--- src/sv/ovbp_pkg.sv ---
`default_nettype none

package ovbp_pkg;

    localparam int FifoDepth = 4;
    localparam int PtrW      = $clog2(FifoDepth);
    localparam int CntW      = $clog2(FifoDepth + 1);

    localparam logic [1:0] CFG_INDEX_DEPTH = 2'd0;
    localparam logic [1:0] CFG_RANK_BASE   = 2'd1;

    localparam logic [3:0] DEPTH_MIN   = 4'd1;
    localparam logic [3:0] DEPTH_MAX   = 4'd8;
    localparam logic [3:0] DEPTH_RESET = 4'd8;

    // one packed byte with its end-of-stream mark
    typedef struct packed {
        logic [7:0] data;
        logic       fin;
    } word_t;

    // queue status seen by the producer side
    typedef struct packed {
        logic [CntW-1:0] count;
        logic            has_room;
    } fifo_status_t;

    function automatic logic [3:0] eff_depth(input logic [3:0] depth);
        logic [3:0] d;
        d = depth;
        if (depth == 4'd0) begin
            d = DEPTH_MIN;
        end else if (depth > DEPTH_MAX) begin
            d = DEPTH_MAX;
        end
        return d;
    endfunction

endpackage

`default_nettype wire

--- src/sv/ovbp_fifo.sv ---
`default_nettype none

module ovbp_fifo
    import ovbp_pkg::*;
(
    input  wire logic         clk,
    input  wire logic         rst_n,
    input  wire logic [1:0]   push_cnt,
    input  wire word_t        push0,
    input  wire word_t        push1,
    input  wire logic         pop,
    output word_t             head,
    output fifo_status_t      status
);

    word_t           entries_reg [FifoDepth];
    logic [PtrW-1:0] wr_ptr_reg;
    logic [PtrW-1:0] wr_ptr_next;
    logic [PtrW-1:0] rd_ptr_reg;
    logic [PtrW-1:0] rd_ptr_next;
    logic [PtrW-1:0] wr_ptr_plus1;
    logic [CntW-1:0] count_reg;
    logic [CntW-1:0] count_next;

    assign wr_ptr_plus1 = wr_ptr_reg + PtrW'(1);
    assign wr_ptr_next  = wr_ptr_reg + PtrW'(push_cnt);
    assign rd_ptr_next  = rd_ptr_reg + PtrW'(pop);
    assign count_next   = count_reg + CntW'(push_cnt) - CntW'(pop);

    always_ff @(posedge clk or negedge rst_n) begin
        if (!rst_n) begin
            wr_ptr_reg <= '0;
            rd_ptr_reg <= '0;
            count_reg  <= '0;
        end else begin
            wr_ptr_reg <= wr_ptr_next;
            rd_ptr_reg <= rd_ptr_next;
            count_reg  <= count_next;
        end
    end

    always_ff @(posedge clk) begin
        if (push_cnt != 2'd0) begin
            entries_reg[wr_ptr_reg] <= push0;
        end
        if (push_cnt == 2'd2) begin
            entries_reg[wr_ptr_plus1] <= push1;
        end
    end

    assign head            = entries_reg[rd_ptr_reg];
    assign status.count    = count_reg;
    // room for the largest burst a single input word can cause
    assign status.has_room = (count_reg <= CntW'(FifoDepth - 2));

endmodule

`default_nettype wire

--- src/sv/offset_variable_width_bit_packer.sv ---
`default_nettype none

// Packs one rank per input word as a (rank - rank_base) index of index_depth bits
// into an LSB-first byte stream. One word is taken per cycle while in_stall is low;
// a completed byte is registered into the output queue behind any bytes waiting
// there. The word marked last_rank flushes the partial byte and sets final_byte on
// the last byte it emits, so it can produce two. Bytes leave a four-entry queue one
// per cycle while out_stall is low; input stalls while it holds more than two bytes.
// index_depth and rank_base may only be written while the block is idle.

module offset_variable_width_bit_packer
    import ovbp_pkg::*;
(
    input  wire logic       clk,
    input  wire logic       rst_n,
    input  wire logic       cfg_we,
    input  wire logic [1:0] cfg_index,
    input  wire logic [7:0] cfg_data,
    input  wire logic       in_valid,
    output logic            in_stall,
    input  wire logic [7:0] rank,
    input  wire logic       last_rank,
    output logic            out_valid,
    input  wire logic       out_stall,
    output logic [7:0]      packed_byte,
    output logic            final_byte
);

    logic [3:0]  depth_reg;
    logic [7:0]  base_reg;
    logic [6:0]  pend_bits_reg;
    logic [6:0]  pend_bits_next;
    logic [2:0]  pend_cnt_reg;
    logic [2:0]  pend_cnt_next;

    logic        in_acc;
    logic        pop;
    logic [3:0]  depth;
    logic [7:0]  idx_mask;
    logic [7:0]  idx;
    logic [14:0] acc;
    logic [3:0]  total;
    logic        full;
    logic [6:0]  rem_bits;
    logic [2:0]  rem_cnt;
    logic [7:0]  flush_mask;
    logic [7:0]  flush_byte;
    logic        has_flush;
    logic [1:0]  push_cnt;
    word_t       push0;
    word_t       push1;
    word_t       head;
    fifo_status_t fstat;

    assign in_stall = !fstat.has_room;
    assign in_acc   = in_valid && !in_stall;
    assign pop      = out_valid && !out_stall;

    always_ff @(posedge clk or negedge rst_n) begin
        if (!rst_n) begin
            depth_reg <= DEPTH_RESET;
            base_reg  <= '0;
        end else if (cfg_we) begin
            unique case (cfg_index)
                CFG_INDEX_DEPTH: depth_reg <= cfg_data[3:0];
                CFG_RANK_BASE:   base_reg  <= cfg_data;
                default:         ;
            endcase
        end
    end

    assign depth    = eff_depth(depth_reg);
    assign idx_mask = 8'((9'd1 << depth) - 9'd1);
    assign idx      = (rank - base_reg) & idx_mask;
    assign acc      = {8'd0, pend_bits_reg} | (15'(idx) << pend_cnt_reg);
    assign total    = {1'b0, pend_cnt_reg} + depth;
    assign full     = total[3];

    // after a full byte leaves, what is left always fits in seven bits
    assign rem_bits   = full ? acc[14:8] : acc[6:0];
    assign rem_cnt    = total[2:0];
    assign flush_mask = 8'((9'd1 << rem_cnt) - 9'd1);
    assign flush_byte = {1'b0, rem_bits} & flush_mask;
    assign has_flush  = last_rank && (rem_cnt != 3'd0);

    always_comb begin
        push_cnt = '0;
        push1.data = flush_byte;
        push1.fin  = 1'b1;
        if (full) begin
            push0.data = acc[7:0];
            push0.fin  = last_rank && !has_flush;
        end else begin
            push0.data = flush_byte;
            push0.fin  = 1'b1;
        end
        if (in_acc) begin
            push_cnt = {1'b0, full} + {1'b0, has_flush};
        end
    end

    assign pend_bits_next = last_rank ? 7'd0 : rem_bits;
    assign pend_cnt_next  = last_rank ? 3'd0 : rem_cnt;

    always_ff @(posedge clk or negedge rst_n) begin
        if (!rst_n) begin
            pend_bits_reg <= '0;
            pend_cnt_reg  <= '0;
        end else if (in_acc) begin
            pend_bits_reg <= pend_bits_next;
            pend_cnt_reg  <= pend_cnt_next;
        end
    end

    ovbp_fifo u_fifo (
        .clk      (clk),
        .rst_n    (rst_n),
        .push_cnt (push_cnt),
        .push0    (push0),
        .push1    (push1),
        .pop      (pop),
        .head     (head),
        .status   (fstat)
    );

    assign out_valid   = (fstat.count != '0);
    assign packed_byte = head.data;
    assign final_byte  = head.fin;

    // queue never overflows its storage
    a_fifo_bound: assert property (@(posedge clk) disable iff (!rst_n)
        fstat.count <= CntW'(FifoDepth))
        else $error("output queue count out of range");

    // the last word always leaves the bit buffer empty
    a_flush_clears: assert property (@(posedge clk) disable iff (!rst_n)
        in_acc && last_rank |=> pend_cnt_reg == 3'd0 && pend_bits_reg == 7'd0)
        else $error("bit buffer not cleared after last word");

    // buffered bits above the valid count stay zero
    a_pend_clean: assert property (@(posedge clk) disable iff (!rst_n)
        (pend_bits_reg & ~7'((8'd1 << pend_cnt_reg) - 8'd1)) == 7'd0)
        else $error("stray bits above pending count");

    // a two-byte burst only comes from a last word
    a_burst_last: assert property (@(posedge clk) disable iff (!rst_n)
        push_cnt == 2'd2 |-> in_acc && last_rank)
        else $error("two bytes pushed without a last word");

endmodule

`default_nettype wire

--- config.mk ---
export PLATFORM = sky130hd
export DESIGN_NAME = offset_variable_width_bit_packer
export DESIGN_NICKNAME = d
export VERILOG_FILES = /design/src/sv/ovbp_pkg.sv /design/src/sv/ovbp_fifo.sv /design/src/sv/offset_variable_width_bit_packer.sv
export SDC_FILE = /design/constraint.sdc
export NUM_CORES = 1
export LEC_CHECK = 0
export ABC_AREA = 1
export BUFFER_PORTS_ARGS = -buffer_cell sky130_fd_sc_hd__buf_2
export CORE_UTILIZATION = 45
export DETAILED_ROUTE_END_ITERATION = 16
export GPL_ROUTABILITY_DRIVEN = 0
export SETUP_SLACK_MARGIN = 0.02
export SYNTH_ARGS = -nofsm -noshare
export SYNTH_HDL_FRONTEND = slang
export SYNTH_SLANG_ARGS = --single-unit
export TNS_END_PERCENT = 50
--- constraint.sdc ---
create_clock -name clk -period 5 [get_ports clk]
set_input_delay 0.75 -clock clk [delete_from_list [all_inputs] [get_ports clk]]
set_output_delay 0.75 -clock clk [all_outputs]
set_load 0.03 [all_outputs]
==> results of run 1 <==
==> cell usage after synthesis, types with 2 or more instances <==
master,number,area share (%)
nand2_2,17,2.3
nand3_2,10,2.2
nor3_2,8,1.8
nor2_2,5,0.69
o21ai_2,4,0.77
clkbuf_1,5,0.41
inv_2,17,1.4
xor2_1,8,1.5
nand3_4,3,1.2
buf_6,2,0.49
inv_4,2,0.27
xnor2_1,2,0.38
dfrtp_1,28,15
inv_1,64,5.3
nand4_1,17,2.3
nand3b_1,2,0.33
edfxtp_1,28,18
a21oi_1,13,1.4
nor2_1,43,3.5
ha_1,18,4.9
o21ai_0,39,4.3
dfxtp_1,8,3.5
nand3_1,55,6.0
nand2_1,137,11
o22ai_1,12,1.6
a21oi_2,2,0.38
buf_2,2,0.22
o21ai_1,6,0.66
buf_4,2,0.33
clkinv_1,2,0.16
fa_1,3,1.3
nor2_4,5,1.2
==> worst paths after layout <==
kind                                             to  slack [ns]
setup / recovery           u_fifo.entries_reg[0][5]        0.76
min in group clk           u_fifo.entries_reg[2][8]        0.47
max in group asynchronous      u_fifo.rd_ptr_reg[1]        4.12
hold / removal                          base_reg[1]        0.43
setup reg to reg           u_fifo.entries_reg[0][5]        0.76
hold reg to reg            u_fifo.entries_reg[2][8]        0.47
==> power by group through the flow <==
stage               Combinational (mW)  Clock [mW]  Sequential (mW)
floorplan                         1.27           0            0.761
global placement                  1.62           0            0.835
CTS                               1.63       0.508            0.829
finish                            1.65       0.503            0.830
global route                      1.83       0.530            0.845
detailed placement                1.63           0            0.839
==> cells by family (layout without fill, tap and decap cells) <==
group           after synthesis  after routing  synth area share, %
fa+ha+maj                    21             21                 6.26
other cells                   1              1               0.0823
buf+inv                      96            137                 8.57
compound gates               83             83                 11.1
flops                        65             65                 37.9
xor+xnor                     11             11                 2.28
mux                           1              1                0.247
simple gates                305            305                 33.6
==> area by class of cell <==
cell class                      count  area, sq um  share of cell area (%)
Multi-Input combinational cell    422         2440                    48.2
Sequential cell                    65         1730                    34.1
Inverter                           85          324                    6.40
Timing Repair Buffer               36          185                    3.66
Tap cell                          133          166                    3.29
Clock buffer                        9          124                    2.45
Clock inverter                      7         95.1                    1.88
==> metal layers <==
layer  routed length (um)  vias up  share of wire, %  GRT usage [%]
li1                     -     1997                 -              -
met1                 5040     1839                44           30.0
met2                 5580      138                48           40.2
met3                  643       28               5.6           4.81
met4                  313        0               2.7           9.12
met5                    0        -                 0              0
==> worst max-delay path: stages (launching register included) <==
cell and delay [ns]:
dfrtp_1 0.65, clkinv_1 0.43, fa_1 0.78, inv_1 0.09
nor2_1 0.13, nand2_1 0.19, inv_1 0.12, nor2_1 0.05
ha_1 0.30, inv_1 0.05, nor2_2 0.16, nor2_2 0.10
nor3_2 0.41, inv_1 0.15, nand2_1 0.29
==> flow_summary.ini, run 1 <==
[clocking]
clk_latency_ns = 0.36
post_cts_resize_count = 0
path_clk_slew_ns = 0.08
cts_htree_levels = 3
postCtsSetupRepairBufs = 0
cts_tree = done
clock_path_buffers = 2
postCtsHoldBufs = 0
clock-root-buffer = clkbuf_8
clock_sinks = 65
cts_buffers = 9

[power_and_ir_drop]
p_sw_share_pct = 51.3
pwr-share-seq_pct = 27.8
fin_total_pwr_mw = 2.98
power_density_mw_per_mm2 = 589
leakage_nw = 2.38
combPwrFrac_pct = 55.3
p_int_mw = 1.45
power_frac_clock_pct = 16.9
peakVddDrop_v = 0.000291
p_switching_mw = 1.53

[place]
dpl.cell_count = 741
dp_worst_setup_slack_ns = 0.850
placed_cell_area_sq_mm = 0.00484
dp_hpwl_um = 8990
port-buffer-count = 34

[routing]
drt-wirelength-per-cell_um = 15.3
drt-initial-drc-count = 207
antenna_left = 0
drt_pass1_iterations = 5
vias = 4002
drc = 0
viasPerCell = 5.29
wl_um = 11600

[sta]
fin_skew_ns = 0.0117
tns_ns = 0
tightest_slew_ns = 0.693
setup_viol = 0
hold_viol = 0
period_share_pct = 84.7
layout_min_cycle_time_ns = 4.24
fin_ws_ns = 0.764
max_freq_mhz = 236
rsz0062_at_grt = no
relSlewSlack_pct = 53.3
drv_slew = 0
hold_slack_ns = 0.431

[synth]
yosysSeqAreaShare_pct = 37.9
synth_cells = 583
synth_edf_count = 28
syn_area_sq_mm = 0.00456
ys_ff_latch = 65
postSynthAreaPerCell_sq_um = 7.82
async_flop_share_pct = 44.6
yosysWarnings = 0
synth_fp_nets = 628
ys.flop_type = edfxtp_1
synth_cell_types = 46

[cells_and_area]
layout_commonest_cell = nand2_1
final_cell_mix = nand2_1, inv_1, nand3_1
area_delta_synth_final_pct = 11.1
layout-drive-gt1-share_pct = 21.3
fillers = 953
final_area_sq_mm = 0.00506
fin_nets = 664
num_antenna_cells = 0
largest_register_ffs = 36
final_core_util_pct = 51.8
final_cells = 757

[worst_setup_path]
cp-startpoint = pend_cnt_reg[1]
endpoint_kind = register
timing.rr.start = pend_cnt_reg[1]
worstPathMaxFanout = 13
rr_worst_depth = 14
crit_type = reg -> reg
cp_data_required_time_ns = 5.02
cp-start-kind = register
crit_arrival_ns = 4.26

[grt]
grt.total_usage_pct = 23.8
grt_pass1_wl_um = 18600
grt_pass1_vias = 3705
grt_antenna_before_repair = 0
grt-ovfl-total = 0
grt_max_degree = 30

[die]
coreArea_sq_mm = 0.00977
fp.dieW_um = 103
design.portCount = 35
dieArea_sq_mm = 0.0105
floorplan.initialDensity_pct = 46.6
row_count = 36
die_h_um = 103

[flow_run]
cap_violations = 0

[hold_path]
hold_path.class = in -> async

[run_status]
status = finished clean
Note: power is estimated with default switching activity, not from simulation.
==> inputs of run 2 (changes only) <==
--- a/config.mk
+++ b/config.mk
@@ -5,7 +5,7 @@
 export SDC_FILE = /design/constraint.sdc
 export NUM_CORES = 1
 export LEC_CHECK = 0
-export ABC_AREA = 1
+export ABC_AREA = 0
 export BUFFER_PORTS_ARGS = -buffer_cell sky130_fd_sc_hd__buf_2
 export CORE_UTILIZATION = 45
 export DETAILED_ROUTE_END_ITERATION = 16
==> constraint.sdc (replaced) <==
create_clock -name clk -period 3.9 [get_ports clk]
set_input_delay 0.585 -clock clk [delete_from_list [all_inputs] [get_ports clk]]
set_output_delay 0.585 -clock clk [all_outputs]
set_load 0.03 [all_outputs]
==> run 2 against run 1 <==
Synthesized cell count is 24% lower. Via count is 11% lower. Power is 23% higher. Clock power is 34% higher. Sequential power is 25% higher. Fmax is 18% higher. First-iteration DRC count is 13% higher. Flip-flop and latch count stayed put.
==> flow_summary.ini, run 2 <==
[run_status]
status = finished clean

[die]
coreArea_sq_mm = 0.00920
dieArea_sq_mm = 0.00985
fp.dieW_um = 99.2
die_h_um = 99.2
design.portCount = 35
row_count = 35
floorplan.initialDensity_pct = 46.3

[sta]
period_share_pct = 92.0
fin_skew_ns = 0.00920
max_freq_mhz = 279
setup_viol = 0
fin_ws_ns = 0.314
rsz0062_at_grt = no
hold_viol = 0
relSlewSlack_pct = 55.0
drv_slew = 0
tightest_slew_ns = 0.674
tns_ns = 0
layout_min_cycle_time_ns = 3.59

[clocking]
cts_tree = done
path_clk_slew_ns = 0.08
clk_latency_ns = 0.35
clock_path_buffers = 2
clock-root-buffer = clkbuf_8
postCtsHoldBufs = 0
clock_sinks = 65
cts_buffers = 9
cts_htree_levels = 3

[cells_and_area]
num_antenna_cells = 0
area_delta_synth_final_pct = 13.7
final_cell_mix = nand2_1, buf_2, nor2_1
layout-drive-gt1-share_pct = 21.2
fin_nets = 525
multiInputGateArea_sq_mm = 0.00235
seqCellArea_sq_mm = 0.00173
largest_register_ffs = 36
fillers = 830
layout_commonest_cell = nand2_1
final_cells = 596

[power_and_ir_drop]
power_density_mw_per_mm2 = 760
leakage_nw = 1.98
power_frac_clock_pct = 18.4
p_sw_share_pct = 45.6
pwr-share-seq_pct = 28.2
p_int_mw = 2.00
combPwrFrac_pct = 53.4
peakVddDrop_v = 0.000430
p_switching_mw = 1.68

[worst_setup_path]
path_cells = nor2_1, nor2_1, nor2_1, ha_1, inv_1, fa_1, xor2_1, nand2_1, nor2_1, inv_1, ha_1, xor2_1, o31ai_2, or3b_4, a21o_1, a221oi_2
cp_slowest_cell = or3b_4
crit_type = reg -> reg
cp_data_required_time_ns = 4.07
worst-path-buf-inv = 2
endpoint_kind = register
slowest_delay_ns = 0.44
critPathTopFamily = simple AND/OR/NAND/NOR gates
crit_top_cell = nor2_1
cp-start-kind = register
worstPathMaxFanout = 6
crit_arrival_ns = 3.75

[flow_run]
cap_violations = 0

[grt]
grt_antenna_before_repair = 0
grt_pass1_wl_um = 17300
grt_max_degree = 30
grt_pass1_vias = 3325
grt.total_usage_pct = 22.7
grt-ovfl-total = 0

[synth]
synth_cells = 445
ys_ff_latch = 65
synth_cell_types = 60
yosysSeqAreaShare_pct = 40.6
syn_area_sq_mm = 0.00426
synth_fp_nets = 490
synth_largest_area_cell = edfxtp_1
yosysWarnings = 0
netlist.area_leader.share_pct = 19.8
ys_top_cells_by_area = edfxtp_1, dfrtp_1, ha_1, mux4_2, dfxtp_1
ys.flop_type = edfxtp_1
async_flop_share_pct = 44.6
postSynthAreaPerCell_sq_um = 9.56
yosys-top-cells-count = nand2_1, o21ai_0, nor2_1
synth.most_common_cell = nand2_1
synth_edf_count = 28

[routing]
drt_pass1_iterations = 5
vias = 3546
antenna_left = 0
wl_um = 10500
viasPerCell = 5.95
drt-wirelength-per-cell_um = 17.6
drc = 0
drt-initial-drc-count = 234

[hold_path]
hold_path.class = in -> async

[place]
dp_hpwl_um = 8070
dpl.cell_count = 580
port-buffer-count = 34
dp_worst_setup_slack_ns = 0.290
run 2: changes by cell type after synthesis, sizes merged, moves of 8 or more:
cell	before	now
clkbuf	5	25
inv	83	28
mux2	1	12
mux4	0	9
nand2	155	40
nand3	68	17
nand4	18	2
nor2	53	29
o21ai	50	31
o31ai	0	11
o32ai	0	9
or3	0	8
run 2: stage by stage:
stage	instance area [sq um]	util (%)	total power [mW]	hold WS, ns
2_1_floorplan	4260	-	2.48	0.289
3_3_place_gp	4590	49.9	2.96	0.468
3_5_place_dp	4590	49.9	2.98	0.463
4_1_cts	4810	52.3	3.65	0.283
5_1_grt	4840	52.6	3.95	0.322
6_report	4840	52.6	3.67	0.271
run 2: logic make-up after synthesis:
| family | synth area share [%] |
|---|---|
| XOR/XNOR | 2.68 |
| flip-flops | 40.6 |
| AND/OR/NAND/NOR | 15.4 |
| buffers and inverters | 4.79 |
| multiplexers | 9.11 |
| other | 0.0881 |
| AO/OA/AOI/OAI | 20.6 |
| adder cells (fa/ha/maj) | 6.70 |
run 2: metal layers:
layer	track usage, %	share of wire, %
met1	32.8	49
met2	35.2	46
met3	3.65	4.5
met4	7.01	0.81
met5	0	0
run 2: power groups by stage:
stage          sequential, mW  clock (mW)  combinational (mW)
2_1_floorplan           0.973           0                1.50
3_3_place_gp             1.05           0                1.91
3_5_place_dp             1.05           0                1.93
4_1_cts                  1.04       0.685                1.93
5_1_grt                  1.06       0.710                2.17
6_report                 1.04       0.676                1.96
run 2: repair_timing:
item	4_1_cts	5_1_grt
endpoints found under the setup margin	0	29
hold endpoints to repair	0	0
resized for setup	0	10
setup buffers	0	0
run 2: final cells by class:
class | instances | area share, %
multi-input cells | 326 | 48.6
repair buffers | 50 | 6.00
clock buffers | 9 | 2.56
well taps | 111 | 2.87
inverters | 28 | 2.17
clock inverters | 7 | 2.12
flip-flops and latches | 65 | 35.7
run 2: path summary, 6_finish.rpt:
kind / slack (ns) / start / cells after the start / endpoint
max in group asynchronous: 3.20 / rst_n / 1 / pend_bits_reg[6]
hold / removal: 0.27 / rst_n / 1 / base_reg[5]
setup reg to reg: 0.31 / depth_reg[1] / 16 / u_fifo.entries_reg[3][7]
setup / recovery: 0.31 / depth_reg[1] / 16 / u_fifo.entries_reg[3][7]
min in group clk: 0.47 / cfg_data[5] / 2 / base_reg[5]
hold reg to reg: 0.47 / u_fifo.entries_reg[2][8] / 2 / u_fifo.entries_reg[2][8]
